### config.mk
export PLATFORM = sky130hd
export DESIGN_NAME = ttt_cell
export DESIGN_NICKNAME = d
export VERILOG_FILES = /design/src/rtl/core/assert_macros.svh /design/src/rtl/core/ttt_pkg.sv /design/src/rtl/core/ttt_cell.sv
export SDC_FILE = /design/constraint.sdc
export NUM_CORES = 1
export LEC_CHECK = 0
export BUFFER_PORTS_ARGS = -buffer_cell sky130_fd_sc_hd__buf_2
export CAP_MARGIN = 0
export CORE_MARGIN = 2
export CORE_UTILIZATION = 35
export CTS_BUF_LIST = sky130_fd_sc_hd__clkbuf_16
export CTS_CLUSTER_SIZE = 8
export DETAILED_ROUTE_END_ITERATION = 12
export GPL_ROUTABILITY_DRIVEN = 0
export PLACE_DENSITY_LB_ADDON = 0.3
export SLEW_MARGIN = 10
export SYNTH_ARGS = -nofsm -noshare
export SYNTH_HDL_FRONTEND = slang
export SYNTH_SLANG_ARGS = --single-unit
### constraint.sdc
create_clock -name clk -period 5.13 [get_ports clk]
set_clock_uncertainty 0.1 [all_clocks]
set_input_delay 1.2825 -clock clk [delete_from_list [all_inputs] [get_ports clk]]
set_output_delay 1.2825 -clock clk [all_outputs]
set_load 0.01 [all_outputs]
### src/rtl/core/assert_macros.svh
// Assertion helpers shared by the RTL that checks itself.
`ifndef ASSERT_MACROS_SVH
`define ASSERT_MACROS_SVH

// Same-cycle implication, idle while reset is low.
`define ASSERT_IMPLIES(label, clk_s, rst_s, ante, cons, msg) \
  label: assert property (@(posedge clk_s) disable iff (!(rst_s)) (ante) |-> (cons)) \
    else $error(msg);

// Next-cycle implication, idle while reset is low.
`define ASSERT_NEXT(label, clk_s, rst_s, ante, cons, msg) \
  label: assert property (@(posedge clk_s) disable iff (!(rst_s)) (ante) |=> (cons)) \
    else $error(msg);

`endif

### src/rtl/core/ttt_pkg.sv
`timescale 1ns / 1ps

package ttt_pkg;

  localparam int unsigned ADDR_W      = 32;
  localparam int unsigned DELAY_W     = 32;
  localparam int unsigned TIME_W      = 64;
  localparam int unsigned COUNT_W     = 32;
  localparam int unsigned US_PER_MS   = 1000;
  localparam int unsigned US_PER_MS_W = 10;
  localparam int unsigned OFS_W       = DELAY_W + US_PER_MS_W;

  typedef enum logic [1:0] {
    KIND_TICK   = 2'd0,
    KIND_INSERT = 2'd1,
    KIND_PRIME  = 2'd2,
    KIND_REMOVE = 2'd3
  } ttt_kind_t;

  typedef enum logic [1:0] {
    OP_NOP    = 2'd0,
    OP_INSERT = 2'd1,
    OP_PRIME  = 2'd2,
    OP_REMOVE = 2'd3
  } ttt_op_t;

  typedef enum logic [1:0] {
    ACT_NONE        = 2'd0,
    ACT_CLEAR       = 2'd1,
    ACT_MARK_ACTIVE = 2'd2,
    ACT_MARK_IDLE   = 2'd3
  } ttt_action_t;

  // One table operation as it travels down the cell chain.
  typedef struct packed {
    ttt_op_t              op;
    logic [ADDR_W-1:0]    key;
    logic                 delay_zero;
    logic [TIME_W-1:0]    now;
    logic [TIME_W-1:0]    cand;        // new deadline for a nonzero delay
    logic                 claimed;     // some cell took or matched it
    logic                 was_active;  // matched entry was active
    logic [TIME_W-1:0]    diff;        // deadline - now of matched entry
  } ttt_item_t;

endpackage

### src/rtl/core/ttt_cell.sv
`timescale 1ns / 1ps

module ttt_cell import ttt_pkg::*; (
  input  logic      clk,
  input  logic      rst_n,
  input  logic      adv,
  input  logic      in_valid,
  input  ttt_item_t in_item,
  output logic      out_valid,
  output ttt_item_t out_item,
  output logic      used
);

  logic              valid_r;
  logic              used_r;
  logic              active_r;
  logic [ADDR_W-1:0] key_r;
  logic [TIME_W-1:0] deadline_r;
  ttt_item_t         item_r;
  ttt_item_t         item_nxt;
  logic              hit;
  logic              take;
  logic [TIME_W-1:0] deadline_nxt;

  always_comb begin
    hit  = in_valid && used_r && !in_item.claimed && (in_item.key == key_r) &&
           (in_item.op == OP_PRIME || in_item.op == OP_REMOVE);
    take = in_valid && !used_r && !in_item.claimed && (in_item.op == OP_INSERT);

    item_nxt = in_item;
    if (hit) begin
      item_nxt.claimed    = 1'b1;
      item_nxt.was_active = active_r;
      item_nxt.diff       = deadline_r - in_item.now;
    end
    if (take) begin
      item_nxt.claimed = 1'b1;
    end

    // zero delay keeps the later of now and the old deadline
    if (in_item.delay_zero) begin
      deadline_nxt = (in_item.now > deadline_r) ? in_item.now : deadline_r;
    end else begin
      deadline_nxt = in_item.cand;
    end
  end

  always_ff @(posedge clk) begin
    if (!rst_n) begin
      valid_r  <= 1'b0;
      used_r   <= 1'b0;
      active_r <= 1'b0;
    end else if (adv) begin
      valid_r <= in_valid;
      if (take) begin
        used_r   <= 1'b1;
        active_r <= 1'b0;
      end
      if (hit && in_item.op == OP_PRIME) begin
        active_r <= 1'b1;
      end
      if (hit && in_item.op == OP_REMOVE) begin
        active_r <= 1'b0;
      end
    end
  end

  always_ff @(posedge clk) begin
    if (adv) begin
      item_r <= item_nxt;
      if (take) begin
        key_r      <= in_item.key;
        deadline_r <= '0;
      end
      if (hit && in_item.op == OP_PRIME && !active_r) begin
        deadline_r <= deadline_nxt;
      end
    end
  end

  assign out_valid = valid_r;
  assign out_item  = item_r;
  assign used      = used_r;

endmodule

==> impl_metrics.ini, run 1 <==
[synthesis]
synth_seq_cells = 328
syn_area_per_cell_um2 = 12.1
async_flop_share_pct = 0
ys_types = 55
yosys-top-cells-area = edfxtp_1, ha_1, mux2i_1, nand2_1, nor2_1
yosysTopAreaCell = edfxtp_1
ys.flop_type = edfxtp_1
syn-cell-area_um2 = 15900
synth_common_cells = edfxtp_1, nand2_1, nor2_1, o21ai_0, a21oi_1
netlist_instances = 1309
synth_nets = 1607
post-synth-top-count-cell = edfxtp_1
synth-edff-count = 325
synth_top_area_share_pct = 61.5
yosysSeqAreaShare_pct = 61.9
synth-warning-count = 0

[sta]
rsz0062_at_grt = no
finalCritPeriodShare_pct = 83.0
fmax_ghz = 0.235
setup_violations = 0
fin_tns_setup_ps = 0
slew_violations = 0
worstMarginPinSlew_ps = 786
setup_ws_ps = 871
max_slew_margin_pct = 47.6
hold_viol_final = 0
layout_min_cycle_time_ps = 4260

[drt]
drt_pass1_iterations = 5
met1_length_mm = 20.7
drc = 0
vias = 11900
routedWlPerCell_um = 19.3
drt-vias-per-instance = 4.97
wl_met3_mm = 2.59
antenna_left = 0
dr_wl_met2_mm = 21.5
drt_first_iter_violations = 951
dr.max_layer_used = met4
wl_mm = 46.1

[clocking]
htreeDepth = 2
cts_resized = 0
cts_buffers = 47
cts_tree = built
postCtsSetupBuffers = 0
clk_pin_slew_ps = 50
postCtsHoldBufs = 0
clock_path_buffers = 3
root_buffer = clkbuf_16
cts_num_sinks = 328
clk-insertion-delay-late_ps = 570

[die]
die_area_um2 = 47000
core-area_um2 = 44500
num_rows = 77
ioPinCount = 464
die_height_um = 217
die_w_um = 217
start_util_pct = 35.6

[worst_setup_path]
cp-start-kind = input port
cp_max_fo = 22
crit_type = input port to flip-flop
required_ps = 5260
cp_data_arrival_time_ps = 4390
crit_path_end_kind = flip-flop

[pwr]
ir_drop_mv = 0.224
leakage_uw = 0.00852
power.density_nw_per_um2 = 338

[worst_hold_path]
hp-class = flip-flop to flip-flop

[cells_and_area]
fin_nets = 2085
drive_above_1_share_pct = 29.9
areaGrowthSynthToFinish_pct = 27.2
finalInstanceArea_um2 = 20200

[run_status]
status = complete, no violations

[place]
place_area_um2 = 18900
dp_hpwl_mm = 35.4
dp_slack_ps = 311
port-buffer-count = 463

[grt]
antenna_found_initial = 5
grt_pass1_wl_mm = 68.5
grtUsageTotal_pct = 19.0
overflow = 0
grt_max_degree = 82
grt_pass1_vias = 11800

[flow_run]
maxCapViolCount = 0
path summary, 6_finish.rpt:
| kind | from | to | slack, ps | cells past startpoint |
|---|---|---|---|---|
| setup / recovery | in_item[145] | deadline_r[63]$_SDFFCE_PN0P_ | 870 | 14 |
| hold / removal | used$_SDFFE_PN0P_ | used$_SDFFE_PN0P_ | 420 | 1 |
| setup reg to reg | deadline_r[13]$_SDFFCE_PN0P_ | deadline_r[63]$_SDFFCE_PN0P_ | 1400 | 12 |
| hold reg to reg | used$_SDFFE_PN0P_ | used$_SDFFE_PN0P_ | 420 | 1 |
critical path: stages:
cell and delay (ps):
buf_2 110, inv_1 40, ha_1 400, a21oi_1 290, o21ai_1 120, a211oi_1 350
o211ai_1 200, o211ai_1 200, a21o_1 200, a21o_1 230, nor2_1 70, a211oi_1 230
o21a_4 290, buf_4 350
layout by cell type, fill, tap and decap left out, drive strengths merged, types with 4 or more instances in the layout:
master / count
buf: 474
edfxtp: 325
nand2: 128
nor2: 119
o21ai: 111
inv: 89
a21oi: 81
mux2i: 65
ha: 64
xor2: 50
clkbuf: 48
a21o: 44
xnor2: 43
nand4: 23
nor3: 12
nand3: 11
nor4: 10
o21bai: 10
nor2b: 9
o21a: 8
and3: 7
o31ai: 7
a31oi: 5
a21boi: 5
and4: 4
o211ai: 4
a211oi: 4
or3: 4
clkinv: 4
through the flow:
step,util (%),total power (uW),instances,hold slack [ps]
after CTS,45.3,6910,2393,418
after floorplan,-,3670,1309,403
after global routing,45.3,7090,2396,446
after global placement,42.5,4120,2330,397
after detailed placement,42.5,4130,2330,406
final,45.3,6810,2396,420
layer usage:
| layer | vias up | track usage (%) |
|---|---|---|
| li1 | 5740 | - |
| met1 | 5668 | 25.4 |
| met2 | 431 | 30.8 |
| met3 | 76 | 3.61 |
| met4 | 0 | 7.19 |
| met5 | - | 0 |
sequential cells by signal (all words and copies together) (netlist names):
signal,cells
out_item,229
key_r,32
deadline_r,64
active_r,1
out_valid,1
used,1
power breakdown:
part           leakage (uW)  switching (uW)  internal (uW)
combinational       0.00482             556            357
clock              0.000663            1100           1650
sequential          0.00303            38.6           3120
total               0.00852            1690           5120
layout make-up:
cell class | instances | area [um2]
Fill cell | 4176 | 24300
Multi-Input combinational cell | 858 | 5600
Clock buffer | 48 | 1200
Antenna cell | 3 | 7.51
Clock inverter | 15 | 75.1
Inverter | 78 | 293
Timing Repair Buffer | 474 | 2450
Tap cell | 592 | 741
Sequential cell | 328 | 9820
kinds of logic (layout without fill, tap and decap cells):
family | count (synthesis) | after routing | synth area share [%]
AO/OA/AOI/OAI | 300 | 300 | 11.5
buffers and inverters | 123 | 615 | 2.94
AND/OR/NAND/NOR | 334 | 334 | 9.21
adder cells (fa/ha/maj) | 65 | 65 | 5.18
XOR/XNOR | 93 | 93 | 5.14
flip-flops | 328 | 328 | 61.9
other | 0 | 3 | 0
multiplexers | 66 | 66 | 4.17
Power figures use the tool's default switching activity.
==> run 2: changes to the inputs <==
==> constraint.sdc (replaced) <==
create_clock -name clk -period 4 [get_ports clk]
set_clock_uncertainty 0.1 [all_clocks]
set_input_delay 1 -clock clk [delete_from_list [all_inputs] [get_ports clk]]
set_output_delay 1 -clock clk [all_outputs]
set_load 0.01 [all_outputs]
==> run 2 against run 1 <==
Global-route usage increased by 0.64 points. Setup slack lost 730 ps. Wire length grew 3.1%. Critical path type unchanged. First-iteration DRC count decreased by 15%. Utilization is 1.5 points higher. Largest cell class unchanged.
==> impl_metrics.ini, run 2 (synthesized netlist as in run 1, its figures left out) <==
[grt]
grtUsageTotal_pct = 19.7
grt_pass1_vias = 12400
overflow = 0
grt_max_degree = 72
antenna_found_initial = 3
grt_pass1_wl_mm = 71.3

[worst_setup_path]
cp-start-kind = input port
worst-r2r-setup-slack_ps = 390
r2r_cells = 15
cp_max_fo = 4
r2r_end = out_item[62]$_DFFE_PP_
setup.worst_path.start = in_item[134]
r2r_start = deadline_r[4]$_SDFFCE_PN0P_
cp_data_arrival_time_ps = 4060
required_ps = 4200
crit_path_end = out_item[62]$_DFFE_PP_
crit_type = input port to flip-flop
crit_path_end_kind = flip-flop

[clocking]
clock_path_buffers = 3
cts_resized = 0
cts_num_sinks = 328
cts_tree = built
postCtsSetupBuffers = 0
clk-insertion-delay-late_ps = 570
cts_buffers = 47
root_buffer = clkbuf_16
clk_pin_slew_ps = 50
postCtsHoldBufs = 0
htreeDepth = 2

[drt]
drt_first_iter_violations = 813
drc = 0
wl_mm = 47.6
routedWlPerCell_um = 19.2
drt-vias-per-instance = 4.96
drt_pass1_iterations = 5
antenna_left = 0
vias = 12300

[cells_and_area]
final_cell_mix = buf_2, edfxtp_1, nand2_1, nor2_1, buf_4
areaGrowthSynthToFinish_pct = 31.6
drive_above_1_share_pct = 33.1
finalInstanceArea_um2 = 20900
largest_reg_flops = 229
layout_commonest_cell = buf_2
fin_nets = 2171

[worst_hold_path]
hp-class = flip-flop to flip-flop

[die]
num_rows = 77
die_height_um = 217
ioPinCount = 464
core-area_um2 = 44500
die_area_um2 = 47000
start_util_pct = 35.6
die_w_um = 217

[place]
place_area_um2 = 19600
dp_hpwl_mm = 36.6
port-buffer-count = 463

[pwr]
leakage_uw = 0.00895
power.density_nw_per_um2 = 423
ir_drop_mv = 0.255
total_power_uw = 8830

[sta]
slew_violations = 0
hold_viol_final = 0
layout_min_cycle_time_ps = 3860
finalCritPeriodShare_pct = 96.4
max_slew_margin_pct = 50.4
worstMarginPinSlew_ps = 743
setup_violations = 0
rsz0062_at_grt = no
fmax_ghz = 0.259

[run_status]
status = complete, no violations

[flow_run]
maxCapViolCount = 0
[run 2: worst max-delay path: stages]
cell	delay (ps)
buf_2	120
inv_1	50
ha_1	330
a21o_1	180
a21oi_1	180
a21oi_1	90
buf_4	140
buf_4	120
o21ai_1	300
a21oi_1	160
buf_4	160
buf_4	130
o21ai_0	320
nand2_1	260
a21oi_1	220
xor2_1	200
o21ai_1	90
[run 2: metrics by stage]
stage | setup slack, ps | utilization (%) | hold slack (ps) | TNS, ps | std cells
finish | 144 | 46.9 | 422 | 0 | 2482
global route | 30.6 | 46.9 | 446 | 0 | 2482
CTS | 230 | 46.9 | 425 | 0 | 2479
detailed placement | -361 | 44.0 | 412 | -11430 | 2416
global placement | -384 | 44.0 | 401 | -13190 | 2416
floorplan | 19.8 | - | 403 | 0 | 1309
[run 2: worst min path at each step]
stage	from	to	slack (ps)	cells after the start
2_1_floorplan	active_r$_SDFFE_PN0P_	active_r$_SDFFE_PN0P_	400	2
3_3_place_gp	out_valid$_SDFFE_PN0P_	out_valid$_SDFFE_PN0P_	400	2
3_5_place_dp	used$_SDFFE_PN0P_	used$_SDFFE_PN0P_	410	1
4_1_cts	used$_SDFFE_PN0P_	used$_SDFFE_PN0P_	430	1
5_1_grt	out_valid$_SDFFE_PN0P_	out_valid$_SDFFE_PN0P_	450	2
6_report	out_valid$_SDFFE_PN0P_	out_valid$_SDFFE_PN0P_	420	2
[run 2: per-layer routing]
metal	global-route usage, %	wire length (um)
met3	3.58	2970
met2	32.7	22600
met4	6.92	1230
met5	0	0
met1	25.8	20800
[run 2: area by class of cell]
cell class / instances / area (um2)
Sequential cell: 328 / 9820
Inverter: 78 / 293
Fill cell: 4174 / 23600
Antenna cell: 3 / 7.51
Multi-Input combinational cell: 858 / 5600
Timing Repair Buffer: 560 / 3130
Clock buffer: 48 / 1200
Tap cell: 592 / 741
Clock inverter: 15 / 76.3
[run 2: report_power, final]
part | switching [uW] | total (uW) | internal [uW] | leakage, uW
clock network | 1420 | 3530 | 2110 | 0.000669
registers | 53.0 | 4060 | 4000 | 0.00303
logic | 729 | 1250 | 520 | 0.00525
