===== src/rtl/core/assert_macros.svh =====
// Assertion helpers shared by the RTL that checks itself.
`ifndef ASSERT_MACROS_SVH
`define ASSERT_MACROS_SVH

// Same-cycle implication, idle while reset is low.
`define ASSERT_IMPLIES(label, clk_s, rst_s, ante, cons, msg) \
  label: assert property (@(posedge clk_s) disable iff (!(rst_s)) (ante) |-> (cons)) \
    else $error(msg);

// Next-cycle implication, idle while reset is low.
`define ASSERT_NEXT(label, clk_s, rst_s, ante, cons, msg) \
  label: assert property (@(posedge clk_s) disable iff (!(rst_s)) (ante) |=> (cons)) \
    else $error(msg);

`endif


===== src/rtl/core/ttt_pkg.sv =====
`timescale 1ns / 1ps

package ttt_pkg;

  localparam int unsigned ADDR_W      = 32;
  localparam int unsigned DELAY_W     = 32;
  localparam int unsigned TIME_W      = 64;
  localparam int unsigned COUNT_W     = 32;
  localparam int unsigned US_PER_MS   = 1000;
  localparam int unsigned US_PER_MS_W = 10;
  localparam int unsigned OFS_W       = DELAY_W + US_PER_MS_W;

  typedef enum logic [1:0] {
    KIND_TICK   = 2'd0,
    KIND_INSERT = 2'd1,
    KIND_PRIME  = 2'd2,
    KIND_REMOVE = 2'd3
  } ttt_kind_t;

  typedef enum logic [1:0] {
    OP_NOP    = 2'd0,
    OP_INSERT = 2'd1,
    OP_PRIME  = 2'd2,
    OP_REMOVE = 2'd3
  } ttt_op_t;

  typedef enum logic [1:0] {
    ACT_NONE        = 2'd0,
    ACT_CLEAR       = 2'd1,
    ACT_MARK_ACTIVE = 2'd2,
    ACT_MARK_IDLE   = 2'd3
  } ttt_action_t;

  // One table operation as it travels down the cell chain.
  typedef struct packed {
    ttt_op_t              op;
    logic [ADDR_W-1:0]    key;
    logic                 delay_zero;
    logic [TIME_W-1:0]    now;
    logic [TIME_W-1:0]    cand;        // new deadline for a nonzero delay
    logic                 claimed;     // some cell took or matched it
    logic                 was_active;  // matched entry was active
    logic [TIME_W-1:0]    diff;        // deadline - now of matched entry
  } ttt_item_t;

endpackage


===== src/rtl/core/ttt_if.sv =====


interface ttt_out_if import ttt_pkg::*; ();
  logic               valid;
  logic               ready;
  logic               matched;
  logic [1:0]         record_action;
  logic [COUNT_W-1:0] remaining_count;
  logic               table_full;

  modport source (output valid, matched, record_action, remaining_count, table_full,
                  input ready);
  modport sink   (input valid, matched, record_action, remaining_count, table_full,
                  output ready);
endinterface


===== src/rtl/core/ttt_tail.sv =====
`timescale 1ns / 1ps

module ttt_tail import ttt_pkg::*; (
  input  logic      clk,
  input  logic      rst_n,
  input  logic      in_valid,
  input  ttt_item_t in_item,
  output logic      in_ready,
  ttt_out_if.source out_ch
);

  localparam int unsigned DVD_W     = TIME_W;
  localparam int unsigned CHUNK_W   = 16;
  localparam int unsigned N_CHUNK   = DVD_W / CHUNK_W;
  localparam int unsigned STEP_W    = $clog2(N_CHUNK);
  localparam int unsigned REM_W     = US_PER_MS_W;
  localparam int unsigned X_W       = REM_W + CHUNK_W;
  localparam int unsigned RCP_SHIFT = X_W + REM_W;
  localparam int unsigned RCP_W     = X_W + 1;
  localparam int unsigned PROD_W    = X_W + RCP_W;

  localparam logic [STEP_W-1:0] STEP_LAST = STEP_W'(N_CHUNK - 1);
  // ceil(2^RCP_SHIFT / 1000): exact quotient for every value below 2^X_W
  localparam logic [RCP_W-1:0]  RCP = RCP_W'(((64'd1 << RCP_SHIFT) + 64'(US_PER_MS) - 64'd1) /
                                             64'(US_PER_MS));

  typedef enum logic {
    T_PASS,
    T_DIVIDE
  } tail_state_t;

  tail_state_t        state_r;
  logic               out_valid_r;
  logic               matched_r;
  ttt_action_t        action_r;
  logic [COUNT_W-1:0] remaining_r;
  logic               full_r;
  logic [DVD_W-1:0]   dvd_r;
  logic [REM_W-1:0]   rem_r;
  logic [COUNT_W-1:0] quo_r;
  logic [STEP_W-1:0]  step_r;

  logic               res_matched;
  ttt_action_t        res_action;
  logic               res_full;
  logic               live;
  logic               need_div;
  logic [COUNT_W-1:0] enc;
  logic [X_W-1:0]     div_x;
  logic [PROD_W-1:0]  div_prod;
  logic [CHUNK_W-1:0] div_q;
  logic [X_W-1:0]     div_back;
  logic [REM_W-1:0]   rem_nxt;
  logic [COUNT_W-1:0] quo_nxt;

  always_comb begin
    res_matched = in_item.claimed && (in_item.op == OP_PRIME || in_item.op == OP_REMOVE);
    res_full    = (in_item.op == OP_INSERT) && !in_item.claimed;
    case (in_item.op)
      OP_INSERT: res_action = in_item.claimed ? ACT_CLEAR : ACT_NONE;
      OP_PRIME:  res_action = (in_item.claimed && !in_item.was_active) ?
                              ACT_MARK_ACTIVE : ACT_NONE;
      OP_REMOVE: res_action = in_item.claimed ? ACT_MARK_IDLE : ACT_NONE;
      default:   res_action = ACT_NONE;
    endcase

    // past the deadline reads as zero; short waits go out as negated us
    live     = (in_item.op == OP_REMOVE) && in_item.claimed && in_item.was_active;
    need_div = live && !in_item.diff[TIME_W-1] && (in_item.diff[TIME_W-2:COUNT_W-1] != '0);
    if (!live || in_item.diff[TIME_W-1]) begin
      enc = '0;
    end else begin
      enc = COUNT_W'(0) - in_item.diff[COUNT_W-1:0];
    end

    // divide by 1000 one 16-bit chunk per cycle: reciprocal multiply of
    // remainder and chunk, then take back the quotient to get the remainder
    div_x    = {rem_r, dvd_r[DVD_W-1 -: CHUNK_W]};
    div_prod = PROD_W'(div_x) * PROD_W'(RCP);
    div_q    = div_prod[RCP_SHIFT +: CHUNK_W];
    div_back = X_W'(div_q) * X_W'(US_PER_MS);
    rem_nxt  = REM_W'(div_x - div_back);
    quo_nxt  = {quo_r[COUNT_W-CHUNK_W-1:0], div_q};
  end

  assign in_ready = (state_r == T_PASS) && (!out_valid_r || out_ch.ready);

  always_ff @(posedge clk) begin
    if (!rst_n) begin
      state_r     <= T_PASS;
      out_valid_r <= 1'b0;
    end else begin
      unique case (state_r)
        T_PASS: begin
          if (in_valid && in_ready) begin
            matched_r   <= res_matched;
            action_r    <= res_action;
            full_r      <= res_full;
            out_valid_r <= !need_div;
            if (need_div) begin
              state_r <= T_DIVIDE;
              dvd_r   <= in_item.diff;
              rem_r   <= '0;
              quo_r   <= '0;
              step_r  <= '0;
            end else begin
              remaining_r <= enc;
            end
          end else if (out_valid_r && out_ch.ready) begin
            out_valid_r <= 1'b0;
          end
        end
        T_DIVIDE: begin
          dvd_r  <= {dvd_r[DVD_W-CHUNK_W-1:0], CHUNK_W'(0)};
          rem_r  <= rem_nxt;
          quo_r  <= quo_nxt;
          step_r <= step_r + STEP_W'(1);
          if (step_r == STEP_LAST) begin
            remaining_r <= quo_nxt;
            out_valid_r <= 1'b1;
            state_r     <= T_PASS;
          end
        end
        default: state_r <= T_PASS;
      endcase
    end
  end

  assign out_ch.valid           = out_valid_r;
  assign out_ch.matched         = matched_r;
  assign out_ch.record_action   = action_r;
  assign out_ch.remaining_count = remaining_r;
  assign out_ch.table_full      = full_r;

endmodule


===== src/flat_wrapper.sv =====
// flat-port wrapper written by rule: the top's interface ports become plain ports
module ttt_tail_flat import ttt_pkg::*;
  (clk, rst_n, in_valid, in_item, in_ready, out_ch_valid, out_ch_matched, out_ch_record_action, out_ch_remaining_count, out_ch_table_full, out_ch_ready);
  ttt_out_if out_ch_i ();
  input  logic clk;
  input  logic rst_n;
  input  logic in_valid;
  input  ttt_item_t in_item;
  output logic in_ready;
  output wire logic [$bits(out_ch_i.valid)-1:0] out_ch_valid;
  output wire logic [$bits(out_ch_i.matched)-1:0] out_ch_matched;
  output wire logic [$bits(out_ch_i.record_action)-1:0] out_ch_record_action;
  output wire logic [$bits(out_ch_i.remaining_count)-1:0] out_ch_remaining_count;
  output wire logic [$bits(out_ch_i.table_full)-1:0] out_ch_table_full;
  input wire logic [$bits(out_ch_i.ready)-1:0] out_ch_ready;
  assign out_ch_valid = out_ch_i.valid;
  assign out_ch_matched = out_ch_i.matched;
  assign out_ch_record_action = out_ch_i.record_action;
  assign out_ch_remaining_count = out_ch_i.remaining_count;
  assign out_ch_table_full = out_ch_i.table_full;
  assign out_ch_i.ready = out_ch_ready;
  ttt_tail u_core (.clk(clk), .rst_n(rst_n), .in_valid(in_valid), .in_item(in_item), .in_ready(in_ready), .out_ch(out_ch_i));
endmodule

===== config.mk =====
export PLATFORM = sky130hd
export DESIGN_NAME = ttt_tail_flat
export DESIGN_NICKNAME = d
export VERILOG_FILES = /design/src/rtl/core/assert_macros.svh /design/src/rtl/core/ttt_pkg.sv /design/src/rtl/core/ttt_if.sv /design/src/rtl/core/ttt_tail.sv /design/src/flat_wrapper.sv
export SDC_FILE = /design/constraint.sdc
export NUM_CORES = 1
export LEC_CHECK = 0
export BUFFER_PORTS_ARGS = -buffer_cell sky130_fd_sc_hd__buf_4
export CORE_MARGIN = 10
export CORE_UTILIZATION = 41
export DETAILED_ROUTE_END_ITERATION = 10
export PLACE_DENSITY = 0.65
export SYNTH_ARGS = -nofsm -noshare
export SYNTH_HDL_FRONTEND = slang
export SYNTH_SLANG_ARGS = --single-unit

===== constraint.sdc =====
create_clock -name clk -period 9.1 [get_ports clk]
set_input_delay 0.455 -clock clk [delete_from_list [all_inputs] [get_ports clk]]
set_output_delay 0.455 -clock clk [all_outputs]
set_load 0.01 [all_outputs]

==> summary.md <==
| Metric | Value |
|---|---|
| Status | `finished, violations left` |
| Failing checks | `negative setup slack` |
| P per Cell Area | `189 mW/mm^2` |
| Hold Path Class | `in2reg` |
| Least-Margin Pin Slew | `1140 ps` |
| Layout cells sized above 1 | `25.4%` |
| Design area | `0.0204 sq mm` |
| CTS HTree Levels | `4` |
| Mapped Nets | `2,262` |
| Synth Register Bits | `130` |
| RSZ-0062 raised after global routing | `true` |
| Initial antenna violation count | `1` |
| Die height | `221 microns` |
| Hold Slack | `288 ps` |
| Rel. slew slack | `23.5%` |
| Fillers | `3,570` |
| Sink count of the clock tree | `130` |
| Final worst-path cycle share | `105%` |
| Number of synthesized flops with an enable pin | `128` |
| Vias in the first global route | `13,056` |
| Number of CTS-inserted buffers | `17` |
| Via count | `11,740` |
| Via/cell ratio | `4.97` |
| R2R setup slack | `-430 ps` |
| CP endpoint | `u_core.rem_r[9]$_SDFFCE_PN0P_` |
| Area post-placement | `0.0192 sq mm` |
| VDD IR max | `0.553 mV` |
| Critical Path AT | `9700 ps` |
| Worst-path maximum fanout | `3` |
| Cell Area, Synth | `0.0165 sq mm` |
| LEAKAGE | `10.0 nW` |
| TNS Setup | `-705 ps` |
| Setup ws final | `-434 ps` |
| Worst Setup SP | `u_core.rem_r[9]$_SDFFCE_PN0P_` |
| Cell variety after synth | `70` |
| Initial core utilization | `41.5%` |
| Design Power | `3.87 mW` |
| Register area share after synthesis | `23.5%` |
| Worst-path clk slew | `70 ps` |
| Grt total ovfl | `0` |
| Endpoints failing hold | `0` |
| R2R Path Start | `u_core.rem_r[9]$_SDFFCE_PN0P_` |
| Area Overhead vs Synth | `23.7%` |
| Crit-path slowest cell | `fa_2` |
| Number of nets in the layout | `2,558` |
| Final WL | `45,900 microns` |
| Clk_skew | `12.4 ps` |
| Clock Latency Late Sink | `420 ps` |
| First-pass GRT wire length | `72,100 microns` |
| Core Box Area | `0.0398 sq mm` |
| DRT iter0 DRCs | `717` |
| Die footprint | `0.0487 sq mm` |
| Critical Path Max Stage Delay | `550 ps` |
| Critical path type | `reg2reg` |
| Synth warn | `0` |
| Cell count after synthesis | `1,529` |
| DRC Markers | `0` |
| Die extent in x | `221 microns` |
| Io pins | `271` |
| Max_cap viols | `0` |
| Clock root buffer | `clkbuf_16` |
| Crit. End Element | `flop` |
| Endpoints failing setup | `2` |
| # diodes | `0` |
| Detailed Place HPWL | `38,300 microns` |
| Hold path start | `rst_n` |
| Commonest cells after routing, fill and taps aside | `inv_1 (404), buf_4 (288), ha_1 (260), fa_1 (200), edfxtp_1 (128)` |
| Post-route ant nets | `0` |
| F_max | `105 MHz` |
| Syn avg cell area | `10.8 sq um` |
| Commonest non-fill, non-tap cell in the layout | `inv_1` |
| Most used cell along the critical path | `fa_1` |
| Routed len/inst | `19.4 microns` |
| Worst reg2reg path endpoint | `u_core.rem_r[9]$_SDFFCE_PN0P_` |
| Register area | `0.00389 sq mm` |
| CTS Buffer Depth | `2` |
| Slew Viols, Final | `0` |
| Largest net degree at the start of global routing | `73` |
| Pre-antenna DRT Iters | `5` |
| GPL Wtd Cong | `0.950` |
| PortBufs | `109` |
| R2r worst-path depth | `34` |
| Worst EP required | `9270 ps` |
| Multi-input logic area | `0.0115 sq mm` |
| Total GRT Usage | `19.4%` |
| Ys flop type | `edfxtp_1` |
| Synth async-reset ratio | `0%` |
| Fin crit period | `9530 ps` |
| CTS tree | `done` |
| Row count | `73` |
| CP Launch Type | `flop` |
area by class of cell:
type	instances	share of cell area (%)
clock inverters	15	0.790
well taps	525	3.21
multi-input cells	968	56.4
repair buffers	294	10.9
flip-flops and latches	130	19.0
clock buffers	17	2.08
inverters	414	7.60
metal layers:
metal | share of wire [%] | track usage, %
met1 | 45 | 25.3
met2 | 48 | 32.5
met3 | 4.9 | 3.39
met4 | 2.3 | 5.51
met5 | 0.028 | 0
cell families after synthesis:
group                    count (synthesis)  share of synthesized area (%)
AND/OR/NAND/NOR                        227                           7.07
adder cells (fa/ha/maj)                501                           47.7
XOR/XNOR                                51                           2.95
buffers and inverters                  431                           9.79
AO/OA/AOI/OAI                          140                           5.69
multiplexers                            49                           3.33
flip-flops                             130                           23.5
how the worst min path moves through the flow:
stage | endpoint | slack, ps | cells past startpoint
finish | u_core.state_r$_SDFF_PN0_ | 290 | 2
global route | u_core.state_r$_SDFF_PN0_ | 280 | 2
CTS | u_core.state_r$_SDFF_PN0_ | 270 | 2
detailed placement | u_core.out_ch.valid$_SDFFE_PN0P_ | 530 | 1
global placement | u_core.out_ch.valid$_SDFFE_PN0P_ | 510 | 1
floorplan | u_core.out_ch.remaining_count[16]$_DFFE_PP_ | 510 | 2
synthesized netlist by cell type, drive strengths merged, types with 16 or more instances:
library cell	number	area, sq um
nor4	16	100
nor2	48	188
nor3	22	126
o21ai	36	180
a21o	20	150
mux2	48	541
fa	215	4300
nor2b	17	106
inv	414	1550
a21oi	28	144
ha	285	3570
edfxtp	128	3840
nand2	58	220
xor2	20	175
xnor2	28	245
critical path, delay by kind of cell, from the launching register on:
family                   cells  cell delay (ps)
flip-flops                   1              510
AND/OR/NAND/NOR              5             1100
buffers and inverters        7              390
adder cells (fa/ha/maj)     13             5550
AO/OA/AOI/OAI                5              850
multiplexers                 1              140
XOR/XNOR                     3              720
metrics by stage:
stage	std cells	util, %	setup slack (ps)
after floorplan	1529	-	-168
after global placement	2300	48.2	-530
after detailed placement	2300	48.2	-635
after CTS	2355	50.6	-419
after global routing	2363	51.3	-746
final	2363	51.3	-434
power by group:
group / switching [mW] / internal (mW)
Clock: 0.314 / 0.390
Sequential: 0.00572 / 0.667
Combinational: 1.20 / 1.29
flip-flops by register name, indices dropped and copies added (netlist names):
name and flops:
u_core.out_ch.valid 1, u_core.out_ch.record_action 2, u_core.out_ch.table_full 1, u_core.step_r 2, u_core.rem_r 10, u_core.quo_r 16
u_core.dvd_r 64, u_core.out_ch.matched 1, u_core.out_ch.remaining_count 32, u_core.state_r 1
repair_timing:
item                                    CTS  global route
pin swaps                                26            27
buffers inserted                         23             9
endpoints found under the hold margin     0             0
endpoints found under the setup margin    3             3
hold buffers                              0             0
resized for setup                        35            36
No activity file was read; power rests on OpenSTA's default activity.
